## config.mk

```make
export PLATFORM = sky130hd
export DESIGN_NAME = damped_level_smoother
export DESIGN_NICKNAME = d
export VERILOG_FILES = /design/src/design/dls_pkg.sv /design/src/design/dls_cfg.sv /design/src/design/dls_mul.sv /design/src/design/damped_level_smoother.sv
export SDC_FILE = /design/constraint.sdc
export NUM_CORES = 1
export LEC_CHECK = 0
export CORE_MARGIN = 5
export CORE_UTILIZATION = 70
export CTS_BUF_LIST = sky130_fd_sc_hd__clkbuf_4 sky130_fd_sc_hd__clkbuf_8
export DETAILED_ROUTE_END_ITERATION = 7
export DONT_BUFFER_PORTS = 1
export PLACE_DENSITY = 0.85
export SETUP_SLACK_MARGIN = 0.5
export SYNTH_ARGS = -nofsm -noshare
export SYNTH_HDL_FRONTEND = slang
export SYNTH_SLANG_ARGS = --single-unit
```

## constraint.sdc

```tcl
create_clock -name clk -period 15.55 [get_ports clk]
set_clock_uncertainty 0.05 [all_clocks]
set_input_delay 0.7775 -clock clk [delete_from_list [all_inputs] [get_ports clk]]
set_output_delay 0.7775 -clock clk [all_outputs]
set_load 0.05 [all_outputs]
```

## src/design/dls_pkg.sv

```systemverilog
package dls_pkg;

    // Default number of fraction bits of the level; 1.0 is 2**LEVEL_FRAC_BITS.
    localparam int DLS_LEVEL_FRAC_BITS = 30;

    // Coefficients are unsigned Q16.
    localparam int COEF_W    = 17;
    localparam int COEF_FRAC = 16;
    localparam int STEP_W    = 13;
    localparam int CFG_IDX_W = 2;
    localparam int CFG_DATA_W = 17;

    // Register indexes of the configuration port.
    localparam logic [CFG_IDX_W-1:0] REG_MODE     = 2'd0;
    localparam logic [CFG_IDX_W-1:0] REG_DECAY    = 2'd1;
    localparam logic [CFG_IDX_W-1:0] REG_STEP     = 2'd2;
    localparam logic [CFG_IDX_W-1:0] REG_BLOCKING = 2'd3;

    // Smoothing curves.
    localparam logic [1:0] MODE_LINEAR  = 2'd0;
    localparam logic [1:0] MODE_HALF_SQ = 2'd1;
    localparam logic [1:0] MODE_SQ      = 2'd2;

    // Limits and reset values of the coefficient registers.
    localparam logic [COEF_W-1:0] DECAY_MIN   = 17'd655;
    localparam logic [COEF_W-1:0] DECAY_MAX   = 17'd65536;
    localparam logic [COEF_W-1:0] DECAY_RESET = 17'd39322;
    localparam logic [STEP_W-1:0] STEP_MIN    = 13'd66;
    localparam logic [STEP_W-1:0] STEP_MAX    = 13'd6554;
    localparam logic [STEP_W-1:0] STEP_RESET  = 13'd6554;

    // Configuration as seen by the datapath.
    typedef struct packed {
        logic [1:0]        mode;
        logic [COEF_W-1:0] decay;
        logic [STEP_W-1:0] step_time;
        logic              blocking;
    } dls_cfg_t;

endpackage

```

## src/design/dls_cfg.sv

```systemverilog
module dls_cfg
    import dls_pkg::*;
(
    input  logic                  clk,
    input  logic                  rst_n,
    input  logic                  cfg_valid,
    output logic                  cfg_ready,
    input  logic [CFG_IDX_W-1:0]  cfg_index,
    input  logic [CFG_DATA_W-1:0] cfg_data,
    output dls_cfg_t              cfg
);

    dls_cfg_t cfg_reg;
    dls_cfg_t cfg_next;

    logic [COEF_W-1:0] decay_in;
    logic [STEP_W-1:0] step_in;

    // Registers are always writable.
    assign cfg_ready = 1'b1;

    // Decode a write, saturating the coefficients to their legal ranges.
    always_comb
    begin
        decay_in = cfg_data[COEF_W-1:0];
        step_in  = cfg_data[STEP_W-1:0];
        cfg_next = cfg_reg;
        if (cfg_valid)
        begin
            unique case (cfg_index)
                REG_MODE:
                begin
                    if (cfg_data[1:0] == MODE_HALF_SQ || cfg_data[1:0] == MODE_SQ)
                    begin
                        cfg_next.mode = cfg_data[1:0];
                    end
                    else
                    begin
                        cfg_next.mode = MODE_LINEAR;
                    end
                end
                REG_DECAY:
                begin
                    if (decay_in < DECAY_MIN)
                    begin
                        cfg_next.decay = DECAY_MIN;
                    end
                    else if (decay_in > DECAY_MAX)
                    begin
                        cfg_next.decay = DECAY_MAX;
                    end
                    else
                    begin
                        cfg_next.decay = decay_in;
                    end
                end
                REG_STEP:
                begin
                    if (step_in < STEP_MIN)
                    begin
                        cfg_next.step_time = STEP_MIN;
                    end
                    else if (step_in > STEP_MAX)
                    begin
                        cfg_next.step_time = STEP_MAX;
                    end
                    else
                    begin
                        cfg_next.step_time = step_in;
                    end
                end
                REG_BLOCKING:
                begin
                    cfg_next.blocking = cfg_data[0];
                end
                default:
                begin
                    cfg_next = cfg_reg;
                end
            endcase
        end
    end

    always_ff @(posedge clk or negedge rst_n)
    begin
        if (!rst_n)
        begin
            cfg_reg.mode      <= MODE_LINEAR;
            cfg_reg.decay     <= DECAY_RESET;
            cfg_reg.step_time <= STEP_RESET;
            cfg_reg.blocking  <= 1'b0;
        end
        else
        begin
            cfg_reg <= cfg_next;
        end
    end

    assign cfg = cfg_reg;

endmodule

```

## src/design/dls_mul.sv

```systemverilog
module dls_mul
    import dls_pkg::*;
#(
    parameter int OP_W = DLS_LEVEL_FRAC_BITS + 1
)
(
    input  logic              clk,
    input  logic              rst_n,
    input  logic              en,
    input  logic [OP_W-1:0]   a,
    input  logic [COEF_W-1:0] b,
    output logic              done,
    output logic [OP_W-1:0]   result
);

    // The wide operand is split in two halves; one narrow multiplier serves both.
    localparam int HALF_W = (OP_W + 1) / 2;
    localparam int PROD_W = HALF_W + COEF_W;
    localparam int SUM_W  = OP_W + COEF_W;

    logic              step_reg;
    logic              step_next;
    logic [PROD_W-1:0] acc_reg;
    logic [HALF_W-1:0] a_part;
    logic [PROD_W-1:0] prod;
    logic [SUM_W-1:0]  sum;

    // The low half is multiplied first, then the high half.
    always_comb
    begin
        if (step_reg)
        begin
            a_part = HALF_W'(a >> HALF_W);
        end
        else
        begin
            a_part = a[HALF_W-1:0];
        end
        prod = PROD_W'(a_part) * PROD_W'(b);
        sum  = SUM_W'(acc_reg) + (SUM_W'(prod) << HALF_W);
    end

    assign step_next = en ? ~step_reg : 1'b0;

    always_ff @(posedge clk or negedge rst_n)
    begin
        if (!rst_n)
        begin
            step_reg <= 1'b0;
        end
        else
        begin
            step_reg <= step_next;
        end
    end

    // Partial product of the low half.
    always_ff @(posedge clk)
    begin
        if (en && !step_reg)
        begin
            acc_reg <= prod;
        end
    end

    // The product is rescaled from Q16 by dropping the fraction bits.
    assign done   = en & step_reg;
    assign result = sum[OP_W+COEF_FRAC-1:COEF_FRAC];

endmodule

```

## src/design/damped_level_smoother.sv

```systemverilog
// An input transfer passes through the multiplier products, S_APPLY and S_SNAP to
// S_FIN and the output register; a force command or a blocked tick goes to S_FIN.
// One item is in work at a time; the next input is taken in the cycle after the
// result is loaded, and an output stall holds an item in S_FIN. The shared
// multiplier serves two products per tick in mode 0 and three in modes 1 and 2.
// Reset clears level, last target, busy flag and sets the registers to defaults.
module damped_level_smoother
    import dls_pkg::*;
#(
    parameter int LEVEL_FRAC_BITS = DLS_LEVEL_FRAC_BITS
)
(
    input  logic                  clk,
    input  logic                  rst_n,
    input  logic                  in_valid,
    output logic                  in_stall,
    input  logic                  func,
    input  logic [7:0]            data_value,
    output logic                  out_valid,
    input  logic                  out_stall,
    output logic [7:0]            level_byte,
    output logic [16:0]           level_q16,
    output logic                  busy_res,
    input  logic                  cfg_valid,
    output logic                  cfg_ready,
    input  logic [CFG_IDX_W-1:0]  cfg_index,
    input  logic [CFG_DATA_W-1:0] cfg_data
);

    localparam int LVL_W = LEVEL_FRAC_BITS + 1;

    localparam logic [LVL_W-1:0] ONE_LEVEL  = LVL_W'(1) << LEVEL_FRAC_BITS;
    localparam logic [LVL_W:0]   ONE_WIDE   = (LVL_W + 1)'(1) << LEVEL_FRAC_BITS;
    localparam logic [LVL_W-1:0] SNAP_LIMIT = LVL_W'(1) << (LEVEL_FRAC_BITS - 12);

    localparam logic [2:0] S_IDLE  = 3'd0;
    localparam logic [2:0] S_MUL   = 3'd1;
    localparam logic [2:0] S_APPLY = 3'd2;
    localparam logic [2:0] S_SNAP  = 3'd3;
    localparam logic [2:0] S_FIN   = 3'd4;

    localparam logic [1:0] PASS_DECAY  = 2'd0;
    localparam logic [1:0] PASS_STEP   = 2'd1;
    localparam logic [1:0] PASS_DECAY2 = 2'd2;

    dls_cfg_t cfg;

    logic [2:0]       state_reg, state_next;
    logic [1:0]       pass_reg, pass_next;
    logic [LVL_W-1:0] level_reg, level_next;
    logic [7:0]       last_target_reg, last_target_next;
    logic             busy_reg, busy_next;
    logic [LVL_W-1:0] target_reg, target_next;
    logic             up_reg, up_next;
    logic [LVL_W-1:0] d_reg, d_next;
    logic             out_valid_reg, out_valid_next;
    logic [7:0]       level_byte_reg;
    logic [16:0]      level_q16_reg;
    logic             busy_res_reg;

    logic [LVL_W-1:0]  target_in;
    logic              in_take;
    logic              out_load;
    logic              run;
    logic              last_pass;
    logic [COEF_W-1:0] coef;
    logic              mul_en;
    logic              mul_done;
    logic [LVL_W-1:0]  mul_result;
    logic [LVL_W:0]    level_up;
    logic [LVL_W-1:0]  gap;
    logic [LVL_W+7:0]  level_x255;

    dls_cfg u_cfg
    (
        .clk       (clk),
        .rst_n     (rst_n),
        .cfg_valid (cfg_valid),
        .cfg_ready (cfg_ready),
        .cfg_index (cfg_index),
        .cfg_data  (cfg_data),
        .cfg       (cfg)
    );

    dls_mul #(
        .OP_W (LVL_W)
    ) u_mul
    (
        .clk    (clk),
        .rst_n  (rst_n),
        .en     (mul_en),
        .a      (d_reg),
        .b      (coef),
        .done   (mul_done),
        .result (mul_result)
    );

    // Byte divided by 255: the byte repeats in the binary fraction, and 255 is 1.0.
    always_comb
    begin
        target_in = '0;
        for (int i = 0; i < LEVEL_FRAC_BITS; i++)
        begin
            target_in[i] = data_value[7 - ((LEVEL_FRAC_BITS - 1 - i) % 8)];
        end
        if (data_value == 8'hFF)
        begin
            target_in = ONE_LEVEL;
        end
    end

    // Coefficient for the current product.
    always_comb
    begin
        if (pass_reg == PASS_STEP)
        begin
            coef = COEF_W'(cfg.step_time);
        end
        else
        begin
            coef = cfg.decay;
        end
    end

    assign in_stall  = (state_reg != S_IDLE);
    assign in_take   = in_valid && !in_stall;
    assign out_load  = (state_reg == S_FIN) && (!out_valid_reg || !out_stall);
    assign mul_en    = (state_reg == S_MUL);
    assign run       = !cfg.blocking || (data_value != last_target_reg);
    assign last_pass = (cfg.mode == MODE_LINEAR) ? (pass_reg == PASS_STEP)
                                                 : (pass_reg == PASS_DECAY2);
    assign level_up  = {1'b0, level_reg} + {1'b0, d_reg};
    assign gap       = (target_reg >= level_reg) ? target_reg - level_reg
                                                 : level_reg - target_reg;
    assign level_x255 = {level_reg, 8'h00} - {8'h00, level_reg};

    // Sequencer: accept, products on the shared multiplier, step, snap, hand off.
    always_comb
    begin
        state_next       = state_reg;
        pass_next        = pass_reg;
        level_next       = level_reg;
        last_target_next = last_target_reg;
        busy_next        = busy_reg;
        target_next      = target_reg;
        up_next          = up_reg;
        d_next           = d_reg;
        unique case (state_reg)
            S_IDLE:
            begin
                if (in_take)
                begin
                    last_target_next = data_value;
                    target_next      = target_in;
                    up_next          = (target_in >= level_reg);
                    pass_next        = PASS_DECAY;
                    if (target_in >= level_reg)
                    begin
                        d_next = target_in - level_reg;
                    end
                    else
                    begin
                        d_next = level_reg - target_in;
                    end
                    if (func)
                    begin
                        level_next = target_in;
                        busy_next  = 1'b0;
                        state_next = S_FIN;
                    end
                    else
                    begin
                        busy_next  = run;
                        state_next = run ? S_MUL : S_FIN;
                    end
                end
            end
            S_MUL:
            begin
                if (mul_done)
                begin
                    if (pass_reg == PASS_DECAY && cfg.mode == MODE_HALF_SQ)
                    begin
                        d_next = mul_result >> 1;
                    end
                    else
                    begin
                        d_next = mul_result;
                    end
                    pass_next = pass_reg + 2'd1;
                    if (last_pass)
                    begin
                        state_next = S_APPLY;
                    end
                end
            end
            S_APPLY:
            begin
                if (up_reg)
                begin
                    if (level_up > ONE_WIDE)
                    begin
                        level_next = ONE_LEVEL;
                        busy_next  = 1'b0;
                    end
                    else
                    begin
                        level_next = level_up[LVL_W-1:0];
                    end
                end
                else
                begin
                    if (d_reg > level_reg)
                    begin
                        level_next = '0;
                        busy_next  = 1'b0;
                    end
                    else
                    begin
                        level_next = level_reg - d_reg;
                    end
                end
                state_next = S_SNAP;
            end
            S_SNAP:
            begin
                if (gap < SNAP_LIMIT)
                begin
                    level_next = target_reg;
                    busy_next  = 1'b0;
                end
                state_next = S_FIN;
            end
            S_FIN:
            begin
                if (out_load)
                begin
                    state_next = S_IDLE;
                end
            end
            default:
            begin
                state_next = S_IDLE;
            end
        endcase
    end

    // Output register holds a result until its transfer.
    always_comb
    begin
        out_valid_next = out_valid_reg;
        if (out_load)
        begin
            out_valid_next = 1'b1;
        end
        else if (out_valid_reg && !out_stall)
        begin
            out_valid_next = 1'b0;
        end
    end

    always_ff @(posedge clk or negedge rst_n)
    begin
        if (!rst_n)
        begin
            state_reg       <= S_IDLE;
            pass_reg        <= PASS_DECAY;
            level_reg       <= '0;
            last_target_reg <= '0;
            busy_reg        <= 1'b0;
            out_valid_reg   <= 1'b0;
        end
        else
        begin
            state_reg       <= state_next;
            pass_reg        <= pass_next;
            level_reg       <= level_next;
            last_target_reg <= last_target_next;
            busy_reg        <= busy_next;
            out_valid_reg   <= out_valid_next;
        end
    end

    // Working values and the result fields.
    always_ff @(posedge clk)
    begin
        target_reg <= target_next;
        up_reg     <= up_next;
        d_reg      <= d_next;
        if (out_load)
        begin
            level_byte_reg <= level_x255[LEVEL_FRAC_BITS+7:LEVEL_FRAC_BITS];
            level_q16_reg  <= level_reg[LEVEL_FRAC_BITS:LEVEL_FRAC_BITS-16];
            busy_res_reg   <= busy_reg;
        end
    end

    assign out_valid  = out_valid_reg;
    assign level_byte = level_byte_reg;
    assign level_q16  = level_q16_reg;
    assign busy_res   = busy_res_reg;

endmodule

```

==> metrics.md <==
| Metric | Value |
|---|---|
| Outcome | `completed` |
| Critical path's largest stage delay | `0.92 ns` |
| Clock Latency Late Sink | `0.58 ns` |
| R2R cell count | `26` |
| Vias per std cell | `7.12` |
| Reg2Reg Launch Point | `pass_reg[1]$_DFFE_PN0P_` |
| CP arrival | `just under 10 ns` |
| CP dominant cell by count | `fa_1` |
| Area of the multi-input gates | `around 0.022 mm²` |
| CTS clock-pin slew for the worst setup and hold paths | `0.09 ns` |
| Clock sink count | `164` |
| Peak Freq | `0.103 GHz` |
| Syn nets | `4044` |
| DP Wirelength | `81000 µm` |
| Slew @ Worst Pin | `around 1.3 ns` |
| Final hold slack | `0.0411 ns` |
| Reg2reg end | `d_reg[27]$_DFFE_PP_` |
| Crit end category | `register` |
| RSZ-0062 raised after global routing | `false` |
| H-Tree Level Count | `4` |
| Synthesis-to-finish area growth | `2.68%` |
| Share of the synthesized area in the top cell type | `between 10% and 20%` |
| Starting Density | `a little under three quarters` |
| Crit path required time | `15.80 ns` |
| DR WL/cell | `26.1 µm` |
| Layout cells sized above 1 | `5.36%` |
| Synth top cells by count | `inv_1 (413), nand2_1 (339), ha_1 (332)` |
| Vias in the first global route | `27400` |
| WP buf/inv | `4` |
| Die ar. | `approximately 0.045 mm²` |
| CTS Root Cell | `clkbuf_8` |
| Worst slew margin | `16.0%` |
| Setup Fix Bufs, Post-CTS | `0` |
| TritonCTS clock tree | `yes` |
| Via Count | `27900` |
| Num CTS Buffers | `17` |
| Prevailing post-synth register cell | `edfxtp_1` |
| Row count | `73` |
| I/O pins | `62` |
| Post-synthesis register bit count | `164` |
| Setup_tns | `0 ns` |
| DRT Pass-1 Iters | `8` |
| Worst setup path start | `pass_reg[1]$_DFFE_PN0P_` |
| Cell with the most instances after synthesis | `inv_1` |
| Synthesized area | `0.0284 mm²` |
| Setup CP Type | `reg2reg` |
| Mapped Cells | `3466` |
| Core Region | `between 0.03 and 0.04 mm²` |
| Die W | `211 µm` |
| First-pass GRT wire length | `157000 µm` |
| Final WL | `102000 µm` |
| Post-route ant nets | `0` |
| Number of synthesized flops with an enable pin | `84` |
| Top post-synthesis cells by area | `fa_1 (15%), ha_1 (15%), edfxtp_1 (8.9%), dfrtp_1 (5.7%), inv_1 (5.5%)` |
| Final Cycle Share | `62.4%` |
| Clock Tree Buf Depth | `2` |
| CP Max Fanout | `35` |
| IO Port Bufs | `0` |
| Synth async-reset ratio | `48.8%` |
| GPL Wtd Cong | `1.10` |
| Initial antenna violation count | `1` |
| GR Util All Layers | `45.2%` |
| Min-delay worst type | `in2async` |
| Total gr overflow | `0` |
| Final setup violating endpoints | `0` |
| Reg area | `0.00454 mm²` |
| Max reg flops | `33` |
| Sequential fraction of the synthesis area | `16.0%` |
| Max-cap violations | `0` |
| Final slew viol count | `0` |
| Slowest CP cell | `mux2i_1` |
| Final hold violation count | `0` |
| R2r setup slk | `5.85 ns` |
| CP startpoint kind | `register` |
| 1st-iter DRT viols | `about 4100` |
| Largest net degree at the start of global routing | `81` |
| Warnings from Yosys | `0` |
| Post-synthesis average cell area | `8.19 µm²` |
| Yosys cell types | `103` |
| Area leader, netlist | `fa_1` |
| Remaining DRCs | `0` |
| Die height | `211 µm` |
| Layout Nets | `3961` |
| Family with the most delay on the worst path | `adder cells` |
| Fin crit period | `between 9 and 10 ns` |
| Filler cells | `3049` |
## worst max path at each step
stage,slack [ns],depth (start not counted),endpoint
floorplan,6.65,33,d_reg[19]$_DFFE_PP_
global placement,6.22,31,d_reg[23]$_DFFE_PP_
detailed placement,6.04,31,d_reg[23]$_DFFE_PP_
CTS,6.00,31,d_reg[23]$_DFFE_PP_
global route,5.30,34,d_reg[27]$_DFFE_PP_
finish,5.85,26,d_reg[27]$_DFFE_PP_
## placed cells by master, fill, tap and decap left out, types with 16 or more instances in the layout
| cell | count |
|---|---|
| mux2_2 | 52 |
| fa_1 | 213 |
| nand3_1 | 78 |
| o221ai_1 | 16 |
| mux2i_1 | 53 |
| o21bai_1 | 34 |
| nor2b_1 | 43 |
| a31oi_1 | 36 |
| nor2_1 | 300 |
| a21o_1 | 74 |
| a21oi_1 | 243 |
| and3_1 | 31 |
| edfxtp_1 | 84 |
| dfrtp_1 | 65 |
| xor2_1 | 32 |
| o21ai_0 | 171 |
| or3_1 | 22 |
| o211ai_1 | 28 |
| xnor2_1 | 80 |
| inv_1 | 413 |
| and2_1 | 30 |
| o21a_1 | 41 |
| nand2b_1 | 52 |
| buf_4 | 33 |
| nand4_1 | 38 |
| a211oi_1 | 32 |
| nor4_1 | 27 |
| ha_1 | 332 |
| nor3_1 | 45 |
| nand2_1 | 339 |
| clkbuf_8 | 17 |
## logic make-up after synthesis
logic type,count (synthesis),share of synthesized area [%]
buf+inv,549,7.46
compound gates,904,21.2
other cells,1,0.0132
xor+xnor,112,3.46
simple gates,1080,18.0
fa+ha+maj,545,29.7
mux,111,4.17
flops,164,16.0
## repair_timing
action / 4_1_cts / 5_1_grt
resized for setup: 0 / 0
endpoints found under the hold margin: 80 / 0
hold buffers: 1 / 0
## layer usage
layer,track usage (%),up-vias,routed length [µm]
met5,0,-,0
met2,69.3,2216,44700
met4,34.7,0,10200
met1,53.9,13100,34700
li1,-,12000,-
met3,12.6,657,12600
## through the flow
step                cell area, µm²  setup WS, ns  std cells  util [%]
finish                       29100          5.85       3922      73.0
detailed placement           28700          6.04       3888      72.0
global placement             28700          6.22       3888      72.0
global route                 29100          5.30       3921      73.0
floorplan                    28400          6.65       3466         -
CTS                          29100          6.00       3921      73.0
## area by class of cell
class                           count  area share, %
Sequential cell                   164           15.6
Clock buffer                       19          0.854
Tap cell                          525           2.25
Clock inverter                     13          0.464
Antenna cell                        1        0.00859
Multi-Input combinational cell   2753           74.6
Inverter                          413           5.32
Timing Repair Buffer               34          0.944
Power is not shown: default switching activity piles up to over one toggle a cycle in this logic, so the estimate is an artifact.
